$ cat src/rtl/cgst_pkg.sv
// Shared constants, types and request and response structs for the colour gradient stop table.
package cgst_pkg;

    // table geometry
    localparam int MAX_STOPS = 16;
    localparam int IDX_W     = $clog2(MAX_STOPS);
    localparam int CNT_W     = $clog2(MAX_STOPS + 1);

    // field widths
    localparam int POS_W  = 17;
    localparam int CH_W   = 8;
    localparam int COL_W  = 3 * CH_W;
    localparam int NUM_W  = CH_W + POS_W;
    localparam int STEP_W = $clog2(CH_W);

    typedef logic [POS_W-1:0] t_pos;
    typedef logic [CH_W-1:0]  t_chv;
    typedef logic [COL_W-1:0] t_color;
    typedef logic [IDX_W-1:0] t_idx;
    typedef logic [CNT_W-1:0] t_cnt;
    typedef logic [NUM_W-1:0] t_num;

    // position end points, fixed point with 65536 as one
    localparam t_pos POS_ZERO = '0;
    localparam t_pos POS_ONE  = t_pos'(65536);

    localparam t_color COL_BLACK = '0;
    localparam t_color COL_WHITE = '1;

    // operation and status codes
    localparam logic OP_ADD      = 1'b0;
    localparam logic OP_LOOKUP   = 1'b1;
    localparam logic STATUS_OK   = 1'b0;
    localparam logic STATUS_FULL = 1'b1;

    // one table entry
    typedef struct packed {
        t_pos   pos;
        t_color col;
    } t_entry;

    // access to the stop store
    typedef struct packed {
        logic   we_pos;
        logic   we_col;
        t_idx   waddr;
        t_entry wdata;
        t_idx   raddr;
    } t_mem_req;

    // divider request and response
    typedef struct packed {
        logic start;
        t_num num;
        t_pos den;
    } t_div_req;

    typedef struct packed {
        logic busy;
        logic done;
        t_chv quot;
    } t_div_rsp;

endpackage

$ cat src/rtl/cgst_if.sv
// Valid/ready channel interfaces for the request and result words.
interface cgst_in_if;
    logic              valid;
    logic              ready;
    logic              op;
    cgst_pkg::t_pos    position;
    cgst_pkg::t_chv    red_in;
    cgst_pkg::t_chv    green_in;
    cgst_pkg::t_chv    blue_in;

    modport source (output valid, op, position, red_in, green_in, blue_in, input ready);
    modport sink   (input valid, op, position, red_in, green_in, blue_in, output ready);
endinterface

interface cgst_out_if;
    logic              valid;
    logic              ready;
    cgst_pkg::t_chv    red;
    cgst_pkg::t_chv    green;
    cgst_pkg::t_chv    blue;
    logic              status;

    modport source (output valid, red, green, blue, status, input ready);
    modport sink   (input valid, red, green, blue, status, output ready);
endinterface

$ cat src/rtl/cgst_store.sv
// Stop store: position and colour memories, one write and one registered read port.
module cgst_store (
    input  logic               i_clk,
    input  cgst_pkg::t_mem_req i_req,
    output cgst_pkg::t_entry   o_rdata
);
    import cgst_pkg::*;

    t_pos   r_pos_mem [MAX_STOPS];
    t_color r_col_mem [MAX_STOPS];
    t_entry r_rdata;

    // writes, position and colour enabled separately
    always_ff @(posedge i_clk) begin
        if (i_req.we_pos) begin
            r_pos_mem[i_req.waddr] <= i_req.wdata.pos;
        end
        if (i_req.we_col) begin
            r_col_mem[i_req.waddr] <= i_req.wdata.col;
        end
    end

    // read, registered
    always_ff @(posedge i_clk) begin
        r_rdata.pos <= r_pos_mem[i_req.raddr];
        r_rdata.col <= r_col_mem[i_req.raddr];
    end

    assign o_rdata = r_rdata;

endmodule

$ cat src/rtl/cgst_div.sv
// Restoring divider, one quotient bit per cycle, quotient known to fit one channel.
module cgst_div (
    input  logic               i_clk,
    input  logic               i_rst_n,
    input  cgst_pkg::t_div_req i_req,
    output cgst_pkg::t_div_rsp o_rsp
);
    import cgst_pkg::*;

    logic              r_busy;
    logic              r_done;
    logic [STEP_W-1:0] r_step;
    t_num              r_rem;
    t_num              r_sh;
    t_chv              r_q;
    logic              w_bit;

    assign w_bit = (r_rem >= r_sh);

    // start loads the divisor aligned to the top quotient bit
    always_ff @(posedge i_clk) begin
        if (!i_rst_n) begin
            r_busy <= 1'b0;
            r_done <= 1'b0;
        end else begin
            // done pulses for one cycle after the last quotient bit
            r_done <= !i_req.start && r_busy && (r_step == '0);
            if (i_req.start) begin
                r_busy <= 1'b1;
                r_step <= STEP_W'(CH_W - 1);
                r_rem  <= i_req.num;
                r_sh   <= NUM_W'(i_req.den) << (CH_W - 1);
            end else if (r_busy) begin
                if (w_bit) begin
                    r_rem <= r_rem - r_sh;
                end
                r_q  <= {r_q[CH_W-2:0], w_bit};
                r_sh <= r_sh >> 1;
                r_step <= r_step - STEP_W'(1);
                if (r_step == '0) begin
                    r_busy <= 1'b0;
                end
            end
        end
    end

    assign o_rsp.busy = r_busy;
    assign o_rsp.done = r_done;
    assign o_rsp.quot = r_q;

endmodule

$ cat src/rtl/color_gradient_stop_table.sv
// Colour gradient stop table: sequencer around the stop store and the shared divider.
//
//   channel  dir  word                                      handshake
//   i_in     in   op, position, red_in, green_in, blue_in   valid/ready
//   o_out    out  red, green, blue, status                  valid/ready
//
// One word at a time. An add at an end goes straight to the result; an inner add
// walks a search and a shift through the single read port of the store, and takes
// longer as the count grows. A lookup inside the range runs the search up to the
// upper stop found, then the three channels in turn on the shared divider. After
// reset the states S_INIT0 and S_INIT1 write the end stops before the first word is
// taken. A stalled result waits in the output register while the next word is
// already in work; that word's result waits for the register.
module color_gradient_stop_table (
    input  logic        i_clk,
    input  logic        i_rst_n,
    cgst_in_if.sink     i_in,
    cgst_out_if.source  o_out
);
    import cgst_pkg::*;

    typedef enum logic [3:0] {
        S_INIT0, S_INIT1, S_IDLE, S_DECIDE, S_END_WAIT,
        S_SRCH_RD, S_SRCH_CMP, S_SHIFT_RD, S_SHIFT_WR, S_INSERT,
        S_LEFT_RD, S_LEFT_WAIT, S_MIX, S_DIV_START, S_DIV_WAIT, S_OUT
    } t_state;

    typedef enum logic [1:0] {CH_R, CH_G, CH_B} t_chan;

    t_state   r_state;
    t_cnt     r_count;
    t_idx     r_k;
    t_idx     r_i;
    logic     r_op;
    t_pos     r_v;
    t_color   r_col;
    t_pos     r_p2;
    t_color   r_c1;
    t_color   r_c2;
    t_pos     r_n;
    t_pos     r_d;
    t_chan    r_ch;
    t_num     r_num;
    t_color   r_res;
    logic     r_status;
    logic     r_o_valid;
    t_color   r_out_res;
    logic     r_out_status;

    t_mem_req mem_req;
    t_entry   mem_rdata;
    t_div_req div_req;
    t_div_rsp div_rsp;

    t_idx     w_last;
    t_idx     w_k_dec;
    t_chv     w_c1;
    t_chv     w_c2;
    t_pos     w_dn;
    t_num     w_num;

    assign w_last  = IDX_W'(r_count - CNT_W'(1));
    assign w_k_dec = r_k - IDX_W'(1);

    cgst_store u_store (
        .i_clk   (i_clk),
        .i_req   (mem_req),
        .o_rdata (mem_rdata)
    );

    cgst_div u_div (
        .i_clk   (i_clk),
        .i_rst_n (i_rst_n),
        .i_req   (div_req),
        .o_rsp   (div_rsp)
    );

    // store access by state; no read follows a write to the same entry closely
    always_comb begin
        mem_req = '0;
        unique case (r_state)
            S_INIT0: begin
                mem_req.we_pos = 1'b1;
                mem_req.we_col = 1'b1;
                mem_req.waddr  = '0;
                mem_req.wdata  = '{pos: POS_ZERO, col: COL_BLACK};
            end
            S_INIT1: begin
                mem_req.we_pos = 1'b1;
                mem_req.we_col = 1'b1;
                mem_req.waddr  = IDX_W'(1);
                mem_req.wdata  = '{pos: POS_ONE, col: COL_WHITE};
            end
            S_DECIDE: begin
                if (r_op == OP_ADD) begin
                    mem_req.we_col    = (r_v == POS_ZERO) || (r_v == POS_ONE);
                    mem_req.waddr     = (r_v == POS_ONE) ? w_last : '0;
                    mem_req.wdata.col = r_col;
                end else begin
                    mem_req.raddr = (r_v == POS_ONE) ? w_last : '0;
                end
            end
            S_SRCH_RD:  mem_req.raddr = r_k;
            S_SHIFT_RD: mem_req.raddr = w_k_dec;
            S_SHIFT_WR: begin
                mem_req.we_pos = 1'b1;
                mem_req.we_col = 1'b1;
                mem_req.waddr  = r_k;
                mem_req.wdata  = mem_rdata;
            end
            S_INSERT: begin
                mem_req.we_pos = 1'b1;
                mem_req.we_col = 1'b1;
                mem_req.waddr  = r_i;
                mem_req.wdata  = '{pos: r_v, col: r_col};
            end
            S_LEFT_RD:  mem_req.raddr = r_i - IDX_W'(1);
            default: ;
        endcase
    end

    // channel select and weighted sum for the current channel
    always_comb begin
        unique case (r_ch)
            CH_R: begin
                w_c1 = r_c1[COL_W-1 -: CH_W];
                w_c2 = r_c2[COL_W-1 -: CH_W];
            end
            CH_G: begin
                w_c1 = r_c1[2*CH_W-1 -: CH_W];
                w_c2 = r_c2[2*CH_W-1 -: CH_W];
            end
            default: begin
                w_c1 = r_c1[CH_W-1:0];
                w_c2 = r_c2[CH_W-1:0];
            end
        endcase
    end

    assign w_dn  = r_d - r_n;
    assign w_num = NUM_W'(w_c1) * NUM_W'(w_dn) + NUM_W'(w_c2) * NUM_W'(r_n);

    assign div_req.start = (r_state == S_DIV_START);
    assign div_req.num   = r_num;
    assign div_req.den   = r_d;

    // sequencer with registered result
    always_ff @(posedge i_clk) begin
        if (!i_rst_n) begin
            r_state   <= S_INIT0;
            r_count   <= CNT_W'(2);
            r_o_valid <= 1'b0;
        end else begin
            // output register empties on a taken word unless refilled below
            if (r_o_valid && o_out.ready && (r_state != S_OUT)) begin
                r_o_valid <= 1'b0;
            end
            unique case (r_state)
                S_INIT0: r_state <= S_INIT1;
                S_INIT1: r_state <= S_IDLE;
                S_IDLE: begin
                    if (i_in.valid) begin
                        r_op     <= i_in.op;
                        r_v      <= (i_in.position > POS_ONE) ? POS_ONE : i_in.position;
                        r_col    <= {i_in.red_in, i_in.green_in, i_in.blue_in};
                        r_res    <= '0;
                        r_status <= STATUS_OK;
                        r_state  <= S_DECIDE;
                    end
                end
                S_DECIDE: begin
                    if (r_op == OP_ADD) begin
                        if ((r_v == POS_ZERO) || (r_v == POS_ONE)) begin
                            r_state <= S_OUT;
                        end else if (r_count >= CNT_W'(MAX_STOPS)) begin
                            r_status <= STATUS_FULL;
                            r_state  <= S_OUT;
                        end else begin
                            r_k     <= IDX_W'(1);
                            r_state <= S_SRCH_RD;
                        end
                    end else if ((r_v == POS_ZERO) || (r_v == POS_ONE)) begin
                        r_state <= S_END_WAIT;
                    end else begin
                        r_k     <= IDX_W'(1);
                        r_state <= S_SRCH_RD;
                    end
                end
                S_END_WAIT: begin
                    r_res   <= mem_rdata.col;
                    r_state <= S_OUT;
                end
                S_SRCH_RD: r_state <= S_SRCH_CMP;
                // first stop at or above the position; the last stop always ends it
                S_SRCH_CMP: begin
                    if (mem_rdata.pos >= r_v) begin
                        r_i  <= r_k;
                        r_p2 <= mem_rdata.pos;
                        r_c2 <= mem_rdata.col;
                        if (r_op == OP_ADD) begin
                            r_k     <= r_count[IDX_W-1:0];
                            r_state <= S_SHIFT_RD;
                        end else begin
                            r_state <= S_LEFT_RD;
                        end
                    end else begin
                        r_k     <= r_k + IDX_W'(1);
                        r_state <= S_SRCH_RD;
                    end
                end
                S_SHIFT_RD: r_state <= S_SHIFT_WR;
                // move one entry up, top down, until the gap reaches the slot
                S_SHIFT_WR: begin
                    r_k     <= w_k_dec;
                    r_state <= (w_k_dec == r_i) ? S_INSERT : S_SHIFT_RD;
                end
                S_INSERT: begin
                    r_count <= r_count + CNT_W'(1);
                    r_state <= S_OUT;
                end
                S_LEFT_RD: r_state <= S_LEFT_WAIT;
                S_LEFT_WAIT: begin
                    r_c1    <= mem_rdata.col;
                    r_n     <= r_v - mem_rdata.pos;
                    r_d     <= r_p2 - mem_rdata.pos;
                    r_ch    <= CH_R;
                    r_state <= S_MIX;
                end
                S_MIX: begin
                    r_num   <= w_num;
                    r_state <= S_DIV_START;
                end
                S_DIV_START: r_state <= S_DIV_WAIT;
                S_DIV_WAIT: begin
                    if (div_rsp.done) begin
                        unique case (r_ch)
                            CH_R: begin
                                r_res[COL_W-1 -: CH_W] <= div_rsp.quot;
                                r_ch    <= CH_G;
                                r_state <= S_MIX;
                            end
                            CH_G: begin
                                r_res[2*CH_W-1 -: CH_W] <= div_rsp.quot;
                                r_ch    <= CH_B;
                                r_state <= S_MIX;
                            end
                            default: begin
                                r_res[CH_W-1:0] <= div_rsp.quot;
                                r_state <= S_OUT;
                            end
                        endcase
                    end
                end
                S_OUT: begin
                    if (!r_o_valid || o_out.ready) begin
                        r_o_valid    <= 1'b1;
                        r_out_res    <= r_res;
                        r_out_status <= r_status;
                        r_state      <= S_IDLE;
                    end
                end
                default: r_state <= S_IDLE;
            endcase
        end
    end

    assign i_in.ready   = (r_state == S_IDLE);
    assign o_out.valid  = r_o_valid;
    assign o_out.red    = r_out_res[COL_W-1 -: CH_W];
    assign o_out.green  = r_out_res[2*CH_W-1 -: CH_W];
    assign o_out.blue   = r_out_res[CH_W-1:0];
    assign o_out.status = r_out_status;

`ifndef NO_ASSERTIONS
    // stop count stays within the table
    a_count_range: assert property (@(posedge i_clk) disable iff (!i_rst_n)
        (r_count >= CNT_W'(2)) && (r_count <= CNT_W'(MAX_STOPS)))
        else $error("stop count out of range");

    // only an insert changes the stop count
    a_count_insert: assert property (@(posedge i_clk) disable iff (!i_rst_n)
        (r_state != S_INSERT) |=> (r_count == $past(r_count)))
        else $error("stop count changed outside insert");

    // the search never walks past the last stop
    a_search_bound: assert property (@(posedge i_clk) disable iff (!i_rst_n)
        (r_state == S_SRCH_RD) |-> (r_k <= w_last))
        else $error("search beyond last stop");

    // the divider is never restarted mid-division
    a_div_start: assert property (@(posedge i_clk) disable iff (!i_rst_n)
        div_req.start |-> !div_rsp.busy)
        else $error("divider started while busy");
`endif

endmodule

$ cat src/flat_wrapper.sv
// flat-port wrapper written by rule: the top's interface ports become plain ports
module color_gradient_stop_table_flat import cgst_pkg::*;
  (i_clk, i_rst_n, i_in_valid, i_in_op, i_in_position, i_in_red_in, i_in_green_in, i_in_blue_in, i_in_ready, o_out_valid, o_out_red, o_out_green, o_out_blue, o_out_status, o_out_ready);
  cgst_in_if i_in_i ();
  cgst_out_if o_out_i ();
  input  logic i_clk;
  input  logic i_rst_n;
  input wire logic [$bits(i_in_i.valid)-1:0] i_in_valid;
  input wire logic [$bits(i_in_i.op)-1:0] i_in_op;
  input wire logic [$bits(i_in_i.position)-1:0] i_in_position;
  input wire logic [$bits(i_in_i.red_in)-1:0] i_in_red_in;
  input wire logic [$bits(i_in_i.green_in)-1:0] i_in_green_in;
  input wire logic [$bits(i_in_i.blue_in)-1:0] i_in_blue_in;
  output wire logic [$bits(i_in_i.ready)-1:0] i_in_ready;
  output wire logic [$bits(o_out_i.valid)-1:0] o_out_valid;
  output wire logic [$bits(o_out_i.red)-1:0] o_out_red;
  output wire logic [$bits(o_out_i.green)-1:0] o_out_green;
  output wire logic [$bits(o_out_i.blue)-1:0] o_out_blue;
  output wire logic [$bits(o_out_i.status)-1:0] o_out_status;
  input wire logic [$bits(o_out_i.ready)-1:0] o_out_ready;
  assign i_in_i.valid = i_in_valid;
  assign i_in_i.op = i_in_op;
  assign i_in_i.position = i_in_position;
  assign i_in_i.red_in = i_in_red_in;
  assign i_in_i.green_in = i_in_green_in;
  assign i_in_i.blue_in = i_in_blue_in;
  assign i_in_ready = i_in_i.ready;
  assign o_out_valid = o_out_i.valid;
  assign o_out_red = o_out_i.red;
  assign o_out_green = o_out_i.green;
  assign o_out_blue = o_out_i.blue;
  assign o_out_status = o_out_i.status;
  assign o_out_i.ready = o_out_ready;
  color_gradient_stop_table u_core (.i_clk(i_clk), .i_rst_n(i_rst_n), .i_in(i_in_i), .o_out(o_out_i));
endmodule
$ cat config.mk
export PLATFORM = sky130hd
export DESIGN_NAME = color_gradient_stop_table_flat
export DESIGN_NICKNAME = d
export VERILOG_FILES = /design/src/rtl/cgst_pkg.sv /design/src/rtl/cgst_if.sv /design/src/rtl/cgst_store.sv /design/src/rtl/cgst_div.sv /design/src/rtl/color_gradient_stop_table.sv /design/src/flat_wrapper.sv
export SDC_FILE = /design/constraint.sdc
export NUM_CORES = 2
export LEC_CHECK = 0
export BUFFER_PORTS_ARGS = -buffer_cell sky130_fd_sc_hd__buf_2
export CORE_AREA = 2 2 341 343
export DETAILED_ROUTE_END_ITERATION = 6
export DIE_AREA = 0 0 343 345
export SLEW_MARGIN = 20
export SYNTH_ARGS = -nofsm -noshare
export SYNTH_HDL_FRONTEND = slang
export SYNTH_SLANG_ARGS = --single-unit
export TNS_END_PERCENT = 1
$ cat constraint.sdc
create_clock -name i_clk -period 10.4 [get_ports i_clk]
set_input_delay 1.04 -clock i_clk [delete_from_list [all_inputs] [get_ports i_clk]]
set_output_delay 1.04 -clock i_clk [all_outputs]
set_load 0.01 [all_outputs]
==> metrics.txt <==
GPL Wtd Cong=0.918; Mapped Cells=4438; Worst setup SP type=flip-flop; Clock Tree Root=clkbuf_16; final worst-path cycle share=79.1%; buffers added on ports=72; via count=about 34000; relative slew slack=26.0%; # setup viols final=0; Synth Area per Inst=11.5 um^2; vias in the first global route=33316; # resized after CTS=0; post-DR wirelength/cell=approximately 22 um; Slew Viols, Final=0; Worst setup EP type=flip-flop; clk buf depth=3; FF/Latch Area=29300 um^2; outcome=completed; All-Layer GR Usage=22.9%; multi-input logic area=19800 um^2; initial antenna violation count=9; Yosys warning count=0; IO Pins=73; Hold WC Path Type=reg2reg; core box area=115000 um^2; Post-DRT Antenna Nets=0; fraction of layout cells with a size suffix above 1=9.91%; total negative setup slack=0 ns; total wire length=136 mm; Die X=343 um; Max VDD drop=~130 uV; nets=4914; Worst-path clk slew=about 0.060 ns; crit path kind=reg2reg; first-pass GRT wire length=205 mm; top_reg_cell synth=edfxtp_1; Initial Util=between 40 and 50%; most frequent cells in the layout=942 x nand2_1, 942 x edfxtp_1, 439 x nand3_1, 354 x inv_1, 226 x fa_1; unrepaired setup endpoints after global routing=false; DRT Pass-1 Iters=6; clock latency on the worst-skew pair=around 0.71 ns; Leakage=21.5 nW; WP data arrival=8.69 ns; Syn Std Cell Area=51100 um^2; max_cap viols=0; Final Hold Viols=0; EDFF count, synth=942; asr flop ratio synth=0%; Finished Core Util=49.5%; post-layout min period=8.23 ns; height of the die=roughly 350 um; syn nets=4862; HPWL Detailed=85.7 mm; Worst Tran Pin Value=1.11 ns; CP max FO=8; post-synth cell types=70; DR vias/cell=about 5.5; CTS tree=built; Iter 0 DRT Violations=roughly 3000; Setup Fix Bufs, Post-CTS=0; TritonCTS sink count=995; Power Density=159 nW/um^2; final clock skew=0.0694 ns; Seq/Total Area, Yosys=57.4%; Max Freq=121 MHz; row cnt=roughly 130; area delta synth->final=11.5%; CP Data Required Time=10.86 ns; largest net degree at the start of global routing=211; FILL cells=10201; CTS hold repair buffers=0; total of flip-flops plus latches after synthesis=995; H-Tree Depth=3; DRC=0; total die area=118000 um^2; total CTS buffers=105; total gr overflow=0
## worst max-delay path, stage by stage (launching register included)
cell	delay (ns)
edfxtp_1	0.50
inv_1	0.15
ha_1	0.24
nor2b_1	0.13
o21a_1	0.18
o21ai_1	0.27
a211oi_2	0.17
a2111oi_0	0.51
xnor2_1	0.46
nand2_1	0.18
fa_1	0.54
fa_1	0.51
fa_1	0.51
inv_1	0.05
fa_1	0.50
fa_1	0.49
inv_1	0.05
fa_1	0.47
inv_1	0.04
ha_1	0.36
nand2_1	0.07
o32ai_1	0.56
a31oi_1	0.23
a21oi_1	0.37
a211oi_1	0.18
a21oi_1	0.20
xnor2_1	0.10
## cell families after synthesis
logic type	Yosys count	synth area share (%)
simple gates	1831	15.9
compound gates	519	7.19
xor+xnor	111	1.90
flops	995	57.4
mux	30	0.587
buf+inv	574	4.51
fa+ha+maj	378	12.6
## synthesized netlist by cell type (all sizes together) (48+ instances only)
cell / count / share of area [%]
buf: 97 / 1.0
edfxtp: 942 / 55
fa: 226 / 8.8
ha: 152 / 3.7
nand2: 942 / 6.9
xnor2: 75 / 1.3
nand3: 439 / 4.3
o21ai: 100 / 0.99
and2: 58 / 0.71
a311oi: 48 / 1.3
clkbuf: 123 / 0.90
a21oi: 168 / 1.6
inv: 354 / 2.6
nor2: 187 / 1.4
dfxtp: 53 / 2.1
## state kept, by name (all words and copies together), names as in the netlist, 24 cells and up
signal,cells
u_core.r_c1,24
u_core.r_out_res,24
u_core.r_col,24
u_core.r_num,25
u_core.u_div.r_sh,24
u_core.r_c2,24
u_core.u_store.r_pos_mem,272
u_core.u_store.o_rdata,41
u_core.u_store.r_col_mem,384
u_core.u_div.r_rem,25
u_core.r_res,24
## per-layer routing
metal	global-route usage [%]	wire, um
met2	38.5	66700
met4	8.42	4570
met5	0	0
met3	3.08	8640
met1	30.3	56200
## power by group
group	internal (mW)	switching [mW]
Clock	2.16	1.59
Combinational	0.213	0.394
Sequential	4.59	0.115
## final cells by class
cell class | instances | share of cell area (%)
diodes | 1 | 0.00439
clock buffers | 144 | 5.20
clock inverters | 53 | 0.968
inverters | 354 | 2.33
multi-input cells | 2869 | 34.7
flip-flops and latches | 995 | 51.5
well taps | 1524 | 3.34
repair buffers | 165 | 1.96
## metrics by stage
stage	power (mW)	cell area [um^2]	hold WS [ns]	cells	worst slack (ns)
2_1_floorplan	5.13	51100	0.400	4438	3.12
3_3_place_gp	5.38	53400	0.404	5904	2.34
3_5_place_dp	5.40	53500	0.407	5906	2.18
4_1_cts	9.14	57000	0.419	6103	2.25
5_1_grt	9.36	57000	0.432	6104	1.76
6_report	9.07	57000	0.420	6105	2.17
## path summary, 6_finish.rpt
path	from	to	slack (ns)	cells past startpoint
worst min register to register	u_core.r_res[14]	u_core.r_out_res[14]	0.42	0
worst max-delay path	u_core.r_n[1]	u_core.r_num[24]	2.17	26
worst max register to register	u_core.r_n[1]	u_core.r_num[24]	2.17	26
worst min-delay path	u_core.r_res[14]	u_core.r_out_res[14]	0.42	0
Power figures use the tool's default switching activity.
